### src/design/ffra_pkg.sv
// Package for the first-fit region allocator: payload structs, status codes,
// controller states and the controller/datapath command and status structs.
// No dependencies.
package ffra_pkg;

  localparam int unsigned FieldAddrBits = 16;

  typedef enum logic [1:0] {
    ST_OK      = 2'd0,
    ST_NOFIT   = 2'd1,
    ST_FULL    = 2'd2,
    ST_UNKNOWN = 2'd3
  } status_t;

  typedef struct packed {
    logic                     command;
    logic [FieldAddrBits-1:0] request_size;
    logic [FieldAddrBits-1:0] free_address;
  } in_item_t;

  typedef struct packed {
    logic [1:0]               status;
    logic [FieldAddrBits-1:0] payload_address;
  } out_item_t;

  typedef enum logic [2:0] {
    S_IDLE,
    S_SCAN,
    S_SHIFT_UP,
    S_SHIFT_DN,
    S_DONE
  } ctrl_state_t;

  // controller -> datapath
  typedef struct packed {
    logic load;       // capture the input item, clear the scan index
    logic scan_step;  // evaluate one gap or entry, advance index
    logic shift_up;   // move one entry up toward the insert slot
    logic place;      // write the new extent at the insert slot
    logic shift_dn;   // move one entry down over the freed slot
    logic count_inc;
    logic count_dec;
  } dp_cmd_t;

  // datapath -> controller
  typedef struct packed {
    logic is_free;
    logic free_zero;
    logic full;
    logic hit;        // current scan point fits / matches
    logic scan_last;  // current scan point is the last one
    logic shift_last; // the shift step now issued is the last one
  } dp_status_t;

endpackage

### src/design/ffra_ctrl.sv
// Controller state machine of the first-fit region allocator.
// Depends on ffra_pkg.
module ffra_ctrl
  import ffra_pkg::*;
(
  input  logic       clk,
  input  logic       rst_n,
  input  logic       in_fire,
  input  logic       out_fire,
  input  dp_status_t dp_status,
  output dp_cmd_t    dp_cmd,
  output logic       busy,
  output logic       set_result,
  output status_t    result_status
);

  ctrl_state_t state_r, state_nxt;

  always_ff @(posedge clk) begin
    if (!rst_n) begin
      state_r <= S_IDLE;
    end else begin
      state_r <= state_nxt;
    end
  end

  // next state
  always_comb begin
    state_nxt = state_r;
    case (state_r)
      S_IDLE: begin
        if (in_fire) state_nxt = S_SCAN;
      end
      S_SCAN: begin
        if (dp_status.is_free) begin
          if (dp_status.free_zero) state_nxt = S_DONE;
          else if (dp_status.hit) state_nxt = dp_status.shift_last ? S_DONE : S_SHIFT_DN;
          else if (dp_status.scan_last) state_nxt = S_DONE;
        end else begin
          if (dp_status.full) state_nxt = S_DONE;
          else if (dp_status.hit) state_nxt = dp_status.shift_last ? S_DONE : S_SHIFT_UP;
          else if (dp_status.scan_last) state_nxt = S_DONE;
        end
      end
      S_SHIFT_UP: begin
        if (dp_status.shift_last) state_nxt = S_DONE;
      end
      S_SHIFT_DN: begin
        if (dp_status.shift_last) state_nxt = S_DONE;
      end
      S_DONE: begin
        if (out_fire) state_nxt = S_IDLE;
      end
      default: state_nxt = S_IDLE;
    endcase
  end

  // outputs
  always_comb begin
    dp_cmd        = '0;
    set_result    = 1'b0;
    result_status = ST_OK;
    busy          = (state_r != S_IDLE);
    case (state_r)
      S_IDLE: begin
        dp_cmd.load = in_fire;
      end
      S_SCAN: begin
        if (dp_status.is_free) begin
          if (dp_status.free_zero) begin
            set_result = 1'b1;
          end else if (dp_status.hit) begin
            set_result       = dp_status.shift_last;
            dp_cmd.count_dec = 1'b1;
          end else if (dp_status.scan_last) begin
            set_result    = 1'b1;
            result_status = ST_UNKNOWN;
          end else begin
            dp_cmd.scan_step = 1'b1;
          end
        end else begin
          if (dp_status.full) begin
            set_result    = 1'b1;
            result_status = ST_FULL;
          end else if (dp_status.hit) begin
            dp_cmd.count_inc = 1'b1;
            if (dp_status.shift_last) begin
              dp_cmd.place = 1'b1;
              set_result   = 1'b1;
            end
          end else if (dp_status.scan_last) begin
            set_result    = 1'b1;
            result_status = ST_NOFIT;
          end else begin
            dp_cmd.scan_step = 1'b1;
          end
        end
      end
      S_SHIFT_UP: begin
        dp_cmd.shift_up = 1'b1;
        if (dp_status.shift_last) begin
          dp_cmd.place = 1'b1;
          set_result   = 1'b1;
        end
      end
      S_SHIFT_DN: begin
        dp_cmd.shift_dn = 1'b1;
        set_result      = dp_status.shift_last;
      end
      S_DONE: begin
      end
      default: begin
      end
    endcase
  end

endmodule

### src/design/ffra_dp.sv
// Datapath of the first-fit region allocator: extent table, count, scan
// index and gap arithmetic. Depends on ffra_pkg.
module ffra_dp
  import ffra_pkg::*;
#(
  parameter int unsigned MAX_EXTENTS  = 16,
  parameter int unsigned HEADER_BYTES = 32,
  parameter int unsigned BASE_OFFSET  = 16
) (
  input  logic                     clk,
  input  logic                     rst_n,
  input  in_item_t                 in_item,
  input  logic [16:0]              region_size,
  input  dp_cmd_t                  dp_cmd,
  output dp_status_t               dp_status,
  output logic [FieldAddrBits-1:0] alloc_address
);

  localparam int unsigned ADDR_BITS = FieldAddrBits;
  localparam int unsigned IdxBits = (MAX_EXTENTS > 1) ? $clog2(MAX_EXTENTS) : 1;
  localparam int unsigned CntBits = $clog2(MAX_EXTENTS + 1);
  localparam int unsigned WBits   = ADDR_BITS + 2;
  localparam logic [WBits-1:0] Cap    = WBits'(1) << ADDR_BITS;
  localparam logic [WBits-1:0] Hdr    = WBits'(HEADER_BYTES);
  localparam logic [WBits-1:0] Base   = WBits'(BASE_OFFSET);
  localparam logic [CntBits-1:0] MaxN = CntBits'(MAX_EXTENTS);

  logic [ADDR_BITS-1:0] start_mem [MAX_EXTENTS];
  logic [ADDR_BITS-1:0] size_mem  [MAX_EXTENTS];

  logic [CntBits-1:0]   count_r;
  logic [CntBits-1:0]   idx_r;     // scan index k, later shift pointer
  logic [WBits-1:0]     lo_r;      // end of previous extent
  logic                 cmd_r;
  logic [ADDR_BITS-1:0] req_r;
  logic [ADDR_BITS-1:0] faddr_r;
  logic [CntBits-1:0]   slot_r;    // insert/remove slot
  logic [ADDR_BITS-1:0] cur_start;
  logic [ADDR_BITS-1:0] cur_size;
  logic [IdxBits-1:0]   rd_idx;
  logic [WBits-1:0]     limit;
  logic [WBits-1:0]     hi;
  logic [WBits-1:0]     total;
  logic                 fits;
  logic                 match;
  logic                 scan_last;
  logic [WBits-1:0]     reg_w;

  // entry at the scan point (only read below count)
  assign rd_idx    = idx_r[IdxBits-1:0];
  assign cur_start = start_mem[rd_idx];
  assign cur_size  = size_mem[rd_idx];

  assign reg_w = WBits'(region_size);
  assign limit = (reg_w < Cap) ? reg_w : Cap;
  assign hi    = (idx_r < count_r) ? WBits'(cur_start) : limit;
  assign total = Hdr + WBits'(req_r);
  assign fits  = (hi > lo_r) && ((hi - lo_r) >= total) && ((lo_r + Hdr) < Cap);
  assign match = (idx_r < count_r) && ((WBits'(cur_start) + Hdr) == WBits'(faddr_r));
  assign scan_last = cmd_r ? (idx_r + 1'b1 >= count_r) : (idx_r >= count_r);

  always_comb begin
    dp_status.is_free   = cmd_r;
    dp_status.free_zero = (faddr_r == '0);
    dp_status.full      = (count_r >= MaxN);
    dp_status.hit       = cmd_r ? match : fits;
    dp_status.scan_last = scan_last;
    // in SCAN: last when no entries move; shifting up: pointer just above slot;
    // shifting down: pointer at last live entry (count already holds the decremented value)
    if (dp_cmd.shift_up) dp_status.shift_last = (idx_r == slot_r + 1'b1);
    else if (dp_cmd.shift_dn) dp_status.shift_last = (idx_r + 1'b1 >= count_r);
    else if (cmd_r) dp_status.shift_last = (idx_r + 1'b1 >= count_r);
    else dp_status.shift_last = (idx_r == count_r);
  end

  always_ff @(posedge clk) begin
    if (!rst_n) begin
      count_r <= '0;
    end else if (dp_cmd.count_inc) begin
      count_r <= count_r + 1'b1;
    end else if (dp_cmd.count_dec) begin
      count_r <= count_r - 1'b1;
    end
  end

  always_ff @(posedge clk) begin
    if (dp_cmd.load) begin
      cmd_r   <= in_item.command;
      req_r   <= in_item.request_size;
      faddr_r <= in_item.free_address;
      idx_r   <= '0;
      lo_r    <= Base;
    end else if (dp_cmd.scan_step) begin
      idx_r <= idx_r + 1'b1;
      lo_r  <= WBits'(cur_start) + Hdr + WBits'(cur_size);
    end else if (dp_cmd.count_inc) begin
      // start moving down from the top: copy count-1 -> count first
      slot_r        <= idx_r;
      alloc_address <= ADDR_BITS'(lo_r + Hdr);
      idx_r         <= count_r;
    end else if (dp_cmd.count_dec) begin
      slot_r <= idx_r;
    end else if (dp_cmd.shift_up) begin
      idx_r <= idx_r - 1'b1;
    end else if (dp_cmd.shift_dn) begin
      idx_r <= idx_r + 1'b1;
    end
  end

  logic [IdxBits-1:0] up_dst, up_src, dn_dst, dn_src, pl_idx;
  assign up_dst = idx_r[IdxBits-1:0];
  assign up_src = IdxBits'(idx_r - 1'b1);
  assign dn_dst = idx_r[IdxBits-1:0];
  assign dn_src = IdxBits'(idx_r + 1'b1);
  assign pl_idx = dp_cmd.shift_up ? IdxBits'(slot_r) : idx_r[IdxBits-1:0];

  // table writes: one shift move and/or the final placement per cycle
  always_ff @(posedge clk) begin
    if (dp_cmd.shift_up) begin
      start_mem[up_dst] <= start_mem[up_src];
      size_mem[up_dst]  <= size_mem[up_src];
    end else if (dp_cmd.shift_dn) begin
      start_mem[dn_dst] <= start_mem[dn_src];
      size_mem[dn_dst]  <= size_mem[dn_src];
    end
    if (dp_cmd.place) begin
      start_mem[pl_idx] <= ADDR_BITS'(lo_r);
      size_mem[pl_idx]  <= req_r;
    end
  end

endmodule

### src/design/first_fit_region_allocator_top.sv
// Top level of the first-fit region allocator.
// Depends on ffra_pkg, ffra_ctrl and ffra_dp.
//
// One transaction in, one transaction out. An allocate walks the table,
// examining each gap up to the first fit, then shifting each later entry up.
// A free walks the table, comparing each entry up to the match, then
// shifting each later entry down. A free of zero and an allocate into a full
// table end the walk at once. The walk covers the extent table one entry per
// cycle. When the walk ends, the result passes through the pend register into
// out_valid, and the next transaction is taken only after that result has
// been taken. The block handles one transaction at a time; the result
// register holds until taken. region_size is written by cfg_we/cfg_wdata;
// the user must write it only while the block is idle, as the block itself
// does not enforce this.
module first_fit_region_allocator_top
  import ffra_pkg::*;
#(
  parameter int unsigned MAX_EXTENTS  = 16,
  parameter int unsigned HEADER_BYTES = 32,
  parameter int unsigned BASE_OFFSET  = 16
) (
  input  logic        clk,
  input  logic        rst_n,
  input  logic        in_valid,
  output logic        in_ready,
  input  in_item_t    in_data,
  output logic        out_valid,
  input  logic        out_ready,
  output out_item_t   out_data,
  input  logic        cfg_we,
  input  logic [16:0] cfg_wdata
);

  logic [16:0]              region_size_r;
  logic                     busy;
  logic                     set_result;
  status_t                  result_status;
  dp_cmd_t                  dp_cmd;
  dp_status_t               dp_status;
  logic [FieldAddrBits-1:0] alloc_address;
  logic                     in_fire;
  logic                     out_fire;
  logic                     pend_r;
  status_t                  stat_r;
  logic                     alloc_ok_r;

  assign in_ready = !busy;
  assign in_fire  = in_valid && in_ready;
  assign out_fire = out_valid && out_ready;

  always_ff @(posedge clk) begin
    if (!rst_n) begin
      region_size_r <= 17'h10000;
    end else if (cfg_we) begin
      region_size_r <= cfg_wdata;
    end
  end

  // result register: the last walk step sets pend_r, which then raises valid
  always_ff @(posedge clk) begin
    if (!rst_n) begin
      pend_r    <= 1'b0;
      out_valid <= 1'b0;
    end else begin
      if (set_result) begin
        pend_r     <= 1'b1;
        stat_r     <= result_status;
        alloc_ok_r <= !dp_status.is_free && (result_status == ST_OK);
      end
      if (pend_r && !out_valid) begin
        out_valid <= 1'b1;
        pend_r    <= 1'b0;
      end else if (out_fire) begin
        out_valid <= 1'b0;
      end
    end
  end

  assign out_data.status          = stat_r;
  assign out_data.payload_address = alloc_ok_r ? alloc_address : '0;

  ffra_ctrl u_ctrl (
    .clk           (clk),
    .rst_n         (rst_n),
    .in_fire       (in_fire),
    .out_fire      (out_fire),
    .dp_status     (dp_status),
    .dp_cmd        (dp_cmd),
    .busy          (busy),
    .set_result    (set_result),
    .result_status (result_status)
  );

  ffra_dp #(
    .MAX_EXTENTS  (MAX_EXTENTS),
    .HEADER_BYTES (HEADER_BYTES),
    .BASE_OFFSET  (BASE_OFFSET)
  ) u_dp (
    .clk           (clk),
    .rst_n         (rst_n),
    .in_item       (in_data),
    .region_size   (region_size_r),
    .dp_cmd        (dp_cmd),
    .dp_status     (dp_status),
    .alloc_address (alloc_address)
  );

endmodule

### config.mk
export PLATFORM = sky130hd
export DESIGN_NAME = first_fit_region_allocator_top
export DESIGN_NICKNAME = d
export VERILOG_FILES = /design/src/design/ffra_pkg.sv /design/src/design/ffra_ctrl.sv /design/src/design/ffra_dp.sv /design/src/design/first_fit_region_allocator_top.sv
export SDC_FILE = /design/constraint.sdc
export NUM_CORES = 2
export LEC_CHECK = 0
export BUFFER_PORTS_ARGS = -buffer_cell sky130_fd_sc_hd__buf_4
export CAP_MARGIN = 20
export CORE_MARGIN = 2
export CORE_UTILIZATION = 55
export DETAILED_ROUTE_END_ITERATION = 16
export PLACE_DENSITY = 0.82
export SETUP_SLACK_MARGIN = 0.1
export SYNTH_ARGS = -nofsm -noshare
export SYNTH_HDL_FRONTEND = slang
export SYNTH_SLANG_ARGS = --single-unit
### constraint.sdc
create_clock -name clk -period 14.1 [get_ports clk]
set_input_delay 0 -clock clk [delete_from_list [all_inputs] [get_ports clk]]
set_output_delay 0 -clock clk [all_outputs]
set_load 0.02 [all_outputs]
* Yosys cells after proc, flatten, opt, wreduce, memory -nomap -nowiden
Memories as Yosys holds them, arrays and structs flattened. A register that Yosys moved wholly into a read port is not among the register bits.
Index checks and enable logic that the tools add are counted.
W data, S select, Z words.
** Cells by class
- Add/sub/neg operators :: 10
- Magnitude comparators :: 8
- Equality and inequality tests :: 11
- Mux-type cells :: 80
- Bitwise gates (word level) :: 5
- Reduce and logical (&&, ||, !) cells :: 24
** Operators with widths (count)
- $mux W16 :: 3
- $mux W5 :: 9
- $mux W1 :: 40
- $mux W3 :: 11
- $mux W4 :: 5
- $add A18 B16 Y18 :: 1
- $add A18 B6 Y18 const B :: 1
- $eq A18 B16 Y1 :: 1
- $ge A18 B18 Y1 :: 1
- $gt A18 B18 Y1 :: 1
- $lt A18 B17 Y1 const B :: 1
- $mux W18 :: 1
- $sub A18 B18 Y18 :: 1
- $add A16 B6 Y17 const B :: 1
- $add A6 B16 Y17 const A :: 1
- $lt A17 B17 Y1 const B :: 1
- $mux W17 :: 1
- $logic_not A16 Y1 :: 1
- $add A5 B1 Y5 const B :: 3
- $mux W2 :: 7
- $pmux W3 S4 :: 1
- $eq A5 B5 Y1 :: 2
- $ge A5 B5 Y1 :: 2
- $sub A5 B1 Y5 const B :: 2
- 22 further kinds :: 40
** Word-level totals
- Register bits after elaboration :: 107
- Bits in writable memories :: 512
- Bits of input ports :: 55
- Output and inout bits :: 20
- Word-level logic and storage cells :: 154
- Memories :: 2
** Memory list
- u_dp.size_mem :: words 16, bits a word 16, read ports 3, clocked after Yosys merged registers in 1, write ports 2, RTL line ffra_dp.sv:29 : logic [ADDR_BITS-1:0] size_mem [MAX_EXTENTS];
- u_dp.start_mem :: words 16, bits a word 16, read ports 3, clocked after Yosys merged registers in 1, write ports 2, RTL line ffra_dp.sv:28 : logic [ADDR_BITS-1:0] start_mem [MAX_EXTENTS];

* Longest topological paths before layout
- Word-level depth :: 17
- Depth in mapped cells :: 38
- Mapped depth without buffers :: 35

* By module
A second synthesis with hierarchy kept.
** Unflattened totals
- Cell total of the unflattened synthesis :: 3301
- Area, all modules :: 40375.0 µm²
** By module, submodules not included
- ffra_dp :: times used 1, cells an instance 3173, area an instance 39077.5 µm², seq. area each 17636.9 µm²
- first_fit_region_allocator_top :: times used 1, cells an instance 86, area an instance 939.7 µm², seq. area each 470.5 µm²
- ffra_ctrl :: times used 1, cells an instance 42, area an instance 357.8 µm², seq. area each 60.1 µm²

* Least setup slack after synthesis
OpenSTA, ideal clock, no wires.
- Kind :: register -> register
- Start point :: reg u_dp.idx_r[0]
- End point :: mem u_dp.size_mem[3][0] (netlist name), enable pin
- Library setup time :: 388 ps
- Data arrival time :: 7852 ps
- Required time :: 13712 ps
- Slack :: 5860 ps
- Stages on the path, launching flop included :: 37
- Path buffers :: 6
- Period minus slack after synthesis :: 8240 ps
- Cells stage by stage :: dfxtp_1 -> clkbuf_1 -> clkbuf_1 -> clkbuf_1 -> inv_1 -> ha_1 -> nor2b_1 -> o21ai_0 -> a21oi_1 -> a211o_1 -> clkbuf_1 -> nand3b_1 -> nand2_1 -> ha_1 -> nor2b_1 -> o31a_1 -> o311a_1 -> o21ai_0 -> a21boi_0 -> o21ai_0 -> a21boi_0 -> o21a_1 -> nor3_1 -> nor2_1 -> ha_1 -> nand4_1 -> a2111oi_0 -> a221o_1 -> a31oi_1 -> o21bai_1 -> o221a_2 -> a41oi_1 -> a21oi_1 -> and2_1 -> clkbuf_1 -> buf_2 -> a21o_1
** RTL lines
- start, declared :: RTL line ffra_dp.sv:32 : logic [CntBits-1:0] idx_r;
- start signal, assigned :: RTL line ffra_dp.sv:94 : idx_r <= idx_r + 1'b1;
- start signal, assigned :: RTL line ffra_dp.sv:100 : idx_r <= count_r;
- start signal, assigned :: RTL line ffra_dp.sv:104 : idx_r <= idx_r - 1'b1;
- end, declared :: RTL line ffra_dp.sv:29

==> results <==
- The slew at the pin with the worst max-slew slack is roughly 1200 ps.
- The initial DRC count is between 4k and 5k.
- The total setup buffers inserted after CTS is 0.
- The weighted congestion at the end of routability-driven global placement is around 1.0.
- The slowest stage cell on the critical path is sky130_fd_sc_hd__nand2_2.
- The final antenna-violating net count is 0.
- The share of flip-flops with an asynchronous set or reset after synthesis is 0%.
- The average via count per standard cell is approximately 7.6.
- The setup total negative slack is 0 ps.
- The path category of the worst min-delay check is input port to register.
- After layout, the worst path uses between 70% and 80% of the clock period.
- The final route contains slightly below 30k vias.
- The area of the die is 0.0795 sq mm.
- The CTS tree is yes.
- The tool flagged a number of max-cap violations equal to 0.
- The initial antenna violation count is 2.
- The normalized max-slew margin is ~22%.
- The post-synthesis cell area is around 0.042 sq mm.
- The boundary pin count is 75.
- The clock root buffer is sky130_fd_sc_hd__clkbuf_16.
- The total number of yosys warnings is 0.
- The starting density of the core is about 56%.
- Averaged over all synthesized cells, the footprint is between 10 and 15 sq um.
- The number of global-route vias before repair came to between 20k and 30k.
- The clock skew after layout is 36.3 ps.
- The estimated wirelength of the detail-placed design is between 80000 and 90000 um.
- Dividing total power by cell area gives a power density of 220 mW/mm^2.
- The flip-flop and latch count after synthesis is roughly 620.
- The number of nets in the finished design is 2957.
- For this design the static power due to leakage is 0.0150 uW.
- Once the clock tree was built, the resizer swapped 0 gates to a different size.
- The count of port buffers added during placement is 74.
- Measured on the finished design, the core utilization comes to around three fifths.
- The final count of hold timing violations is 0.
- The clock latency on the worst-skew pair is between 600 and 700 ps.
- For the finished layout, the period the worst path requires is around 10000 ps.
- The number of instances in the synthesized netlist is about 2.8k.
- VDD sags by at most approximately 220 uV.
- The portion of the post-synthesis area used by sequential elements is 42.8%.
- Together, buffers and inverters on the worst path number 2.
- The maximum single-stage delay on the critical path is 860 ps.
- The classification of the worst setup path is register to register.
- After synthesis, the netlist uses 94 different library cells.
- The most frequent standard cell in the layout excluding fill and tap cells is sky130_fd_sc_hd__edfxtp_1.
- The final layout contains routed wiring with a total length of ~130000 um.
- The die height is about 280 um.
- STA classifies the critical path endpoint as a register.
- The total DRC errors in the routed layout is 0.
- The number of enable flip-flop cells after synthesis is 569.
- Broken down by cell family, the worst path's largest delay share belongs to compound AO/OA/AOI/OAI gates.
- The area overhead of the layout relative to synthesis is 10.1%.
- The most common flop cell mapped by yosys is sky130_fd_sc_hd__edfxtp_1.
- The total clock buffers created by CTS is 70.
- The H-tree depth reported by CTS is 3.
- Cells with a size suffix above 1 make up between 40% and 50% of the layout.
- The core outline area is 0.0762 sq mm.
- The total routing usage reported by global routing is between 30% and 40%.
- The first global-routing pass estimated around 200000 um of wire.
- The placement row count is 101.
- The final number of max-transition violations is 0.
- The width of the chip is roughly 280 um.
- STA puts the critical path data arrival time at 10580 ps.
- Of all nets on the critical path, the largest fanout is 49.
- Setup repair after global routing left no endpoint under its margin.
- The total congestion overflow is 0.
- The routed length per instance is ~34 um.
- The total number of clock tree sinks is roughly 620.
- Timing would allow up to ~0.098 GHz.
- The maximum clock path buffer count is 3.
- The top cell types in the final layout, fill and taps aside, are 569 x sky130_fd_sc_hd__edfxtp_1, 551 x sky130_fd_sc_hd__mux2_2, 465 x sky130_fd_sc_hd__mux4_2, 121 x sky130_fd_sc_hd__buf_4, 90 x sky130_fd_sc_hd__nand2_1.
- The flow ran to the end, and the final reports show no timing, DRC or antenna violations.
- The pin count of the biggest net entering global routing is 84.
- Counting every net in the synthesized netlist gives just under 3k.
- The final setup violation count is 0.
- The clock-pin slew of the registers on the worst-case setup and hold paths is approximately 60 ps.
- The category of the worst setup path launch point is a register.
- STA puts the critical path data required time at around 14000 ps.
- The number of iterations in the first detailed-routing pass is 6.
## where the power goes
part / switching, uW / leakage (uW) / internal [uW]
registers: 284 / 0.00558 / 2500
clock network: 803 / 0.00110 / 1030
logic: 3060 / 0.00835 / 2600
total: 4140 / 0.0150 / 6130
## Yosys cell counts (30+ instances only)
cell | count | area share, %
sky130_fd_sc_hd__a21o_1 | 30 | 0.53
sky130_fd_sc_hd__a21oi_1 | 38 | 0.45
sky130_fd_sc_hd__buf_1 | 52 | 0.46
sky130_fd_sc_hd__buf_2 | 43 | 0.51
sky130_fd_sc_hd__clkbuf_1 | 173 | 1.5
sky130_fd_sc_hd__dfxtp_1 | 54 | 2.5
sky130_fd_sc_hd__edfxtp_1 | 569 | 40
sky130_fd_sc_hd__ha_1 | 72 | 2.1
sky130_fd_sc_hd__inv_1 | 54 | 0.48
sky130_fd_sc_hd__mux2_2 | 551 | 15
sky130_fd_sc_hd__mux2i_1 | 61 | 1.4
sky130_fd_sc_hd__mux4_2 | 465 | 25
sky130_fd_sc_hd__nand2_1 | 101 | 0.89
sky130_fd_sc_hd__nand3_1 | 39 | 0.46
sky130_fd_sc_hd__nor2_1 | 84 | 0.74
sky130_fd_sc_hd__o21ai_0 | 38 | 0.45
sky130_fd_sc_hd__xnor2_1 | 51 | 1.1
## cells by family (layout without fill, tap and decap cells)
| group | after synthesis | in the layout | share of synthesized area, % |
|---|---|---|---|
| muxes | 1084 | 1084 | 41.1 |
| and+or+nand+nor | 410 | 410 | 5.06 |
| buffers and inverters | 341 | 383 | 3.40 |
| xor gates and xnor gates | 73 | 73 | 1.58 |
| adders and majority gates | 75 | 75 | 2.26 |
| DFF | 623 | 623 | 42.8 |
| AOI/OAI and AO/OA | 232 | 232 | 3.86 |
| other | 0 | 1 | 0 |
## sequential cells by signal (all words and copies together), names as in the netlist, named ones only
signal	cells
u_dp.idx_r	5
u_dp.lo_r	18
u_dp.alloc_address	16
alloc_ok_r	1
u_dp.req_r	16
u_dp.start_mem	256
u_dp.size_mem	256
u_ctrl.state_r	3
pend_r	1
out_valid	1
u_dp.count_r	5
u_dp.cmd_r	1
region_size_r	17
u_dp.slot_r	5
stat_r	2
u_dp.faddr_r	16
## metrics by stage
step / setup slack [ps] / hold WS (ps) / area, sq um / std cells / power [uW]
after floorplan: 5860 / 98.9 / 42500 / 2838 / 6800
final: 3840 / 70.7 / 46800 / 3911 / 10300
after detailed placement: 3970 / 179 / 43700 / 3708 / 8220
after global placement: 4250 / 180 / 43600 / 3706 / 7980
after CTS: 3950 / 55.1 / 46600 / 3904 / 10100
after global routing: 3550 / 72.7 / 46800 / 3910 / 10700
## final cells by class
type	count	area (sq um)
Fill cell	5306	29400
Tap cell	1030	1290
Clock buffer	86	1840
Multi-Input combinational cell	1874	23000
Timing Repair Buffer	201	1850
Inverter	57	214
Clock inverter	39	389
Antenna cell	1	2.50
Sequential cell	623	18200
## repair_timing
item | 4_1_cts | 5_1_grt
setup endpoints to repair | 0 | 0
endpoints found under the hold margin | 59 | 0
hold buffers | 71 | 0
## worst reg2reg max path: cells and delay by family (launching register included)
kind / cells / cell delay [ps]
AND/OR/NAND/NOR: 5 / 2050
AO/OA/AOI/OAI: 16 / 4140
multiplexers: 3 / 950
flip-flops: 1 / 740
buffers and inverters: 2 / 1050
adder cells (fa/ha/maj): 3 / 980
## metal layers
layer | GRT usage (%) | vias up | routed length (um)
met1 | 45.5 | 15075 | 46700
li1 | - | 11560 | -
met3 | 8.86 | 463 | 18500
met5 | 0 | - | 12
met4 | 18.3 | 2 | 7980
met2 | 51.3 | 2514 | 61100
## path summary, 6_finish.rpt
path	slack, ps	depth (start not counted)	to	startpoint
setup / recovery	3840	29	u_dp.start_mem[15][9]	register
hold / removal	70	2	u_dp.req_r[7]	in_data[23]
setup reg to reg	3840	29	u_dp.start_mem[15][9]	register
hold reg to reg	500	2	u_dp.lo_r[17]	u_dp.lo_r[17]
(Power assumes the default switching activity.)
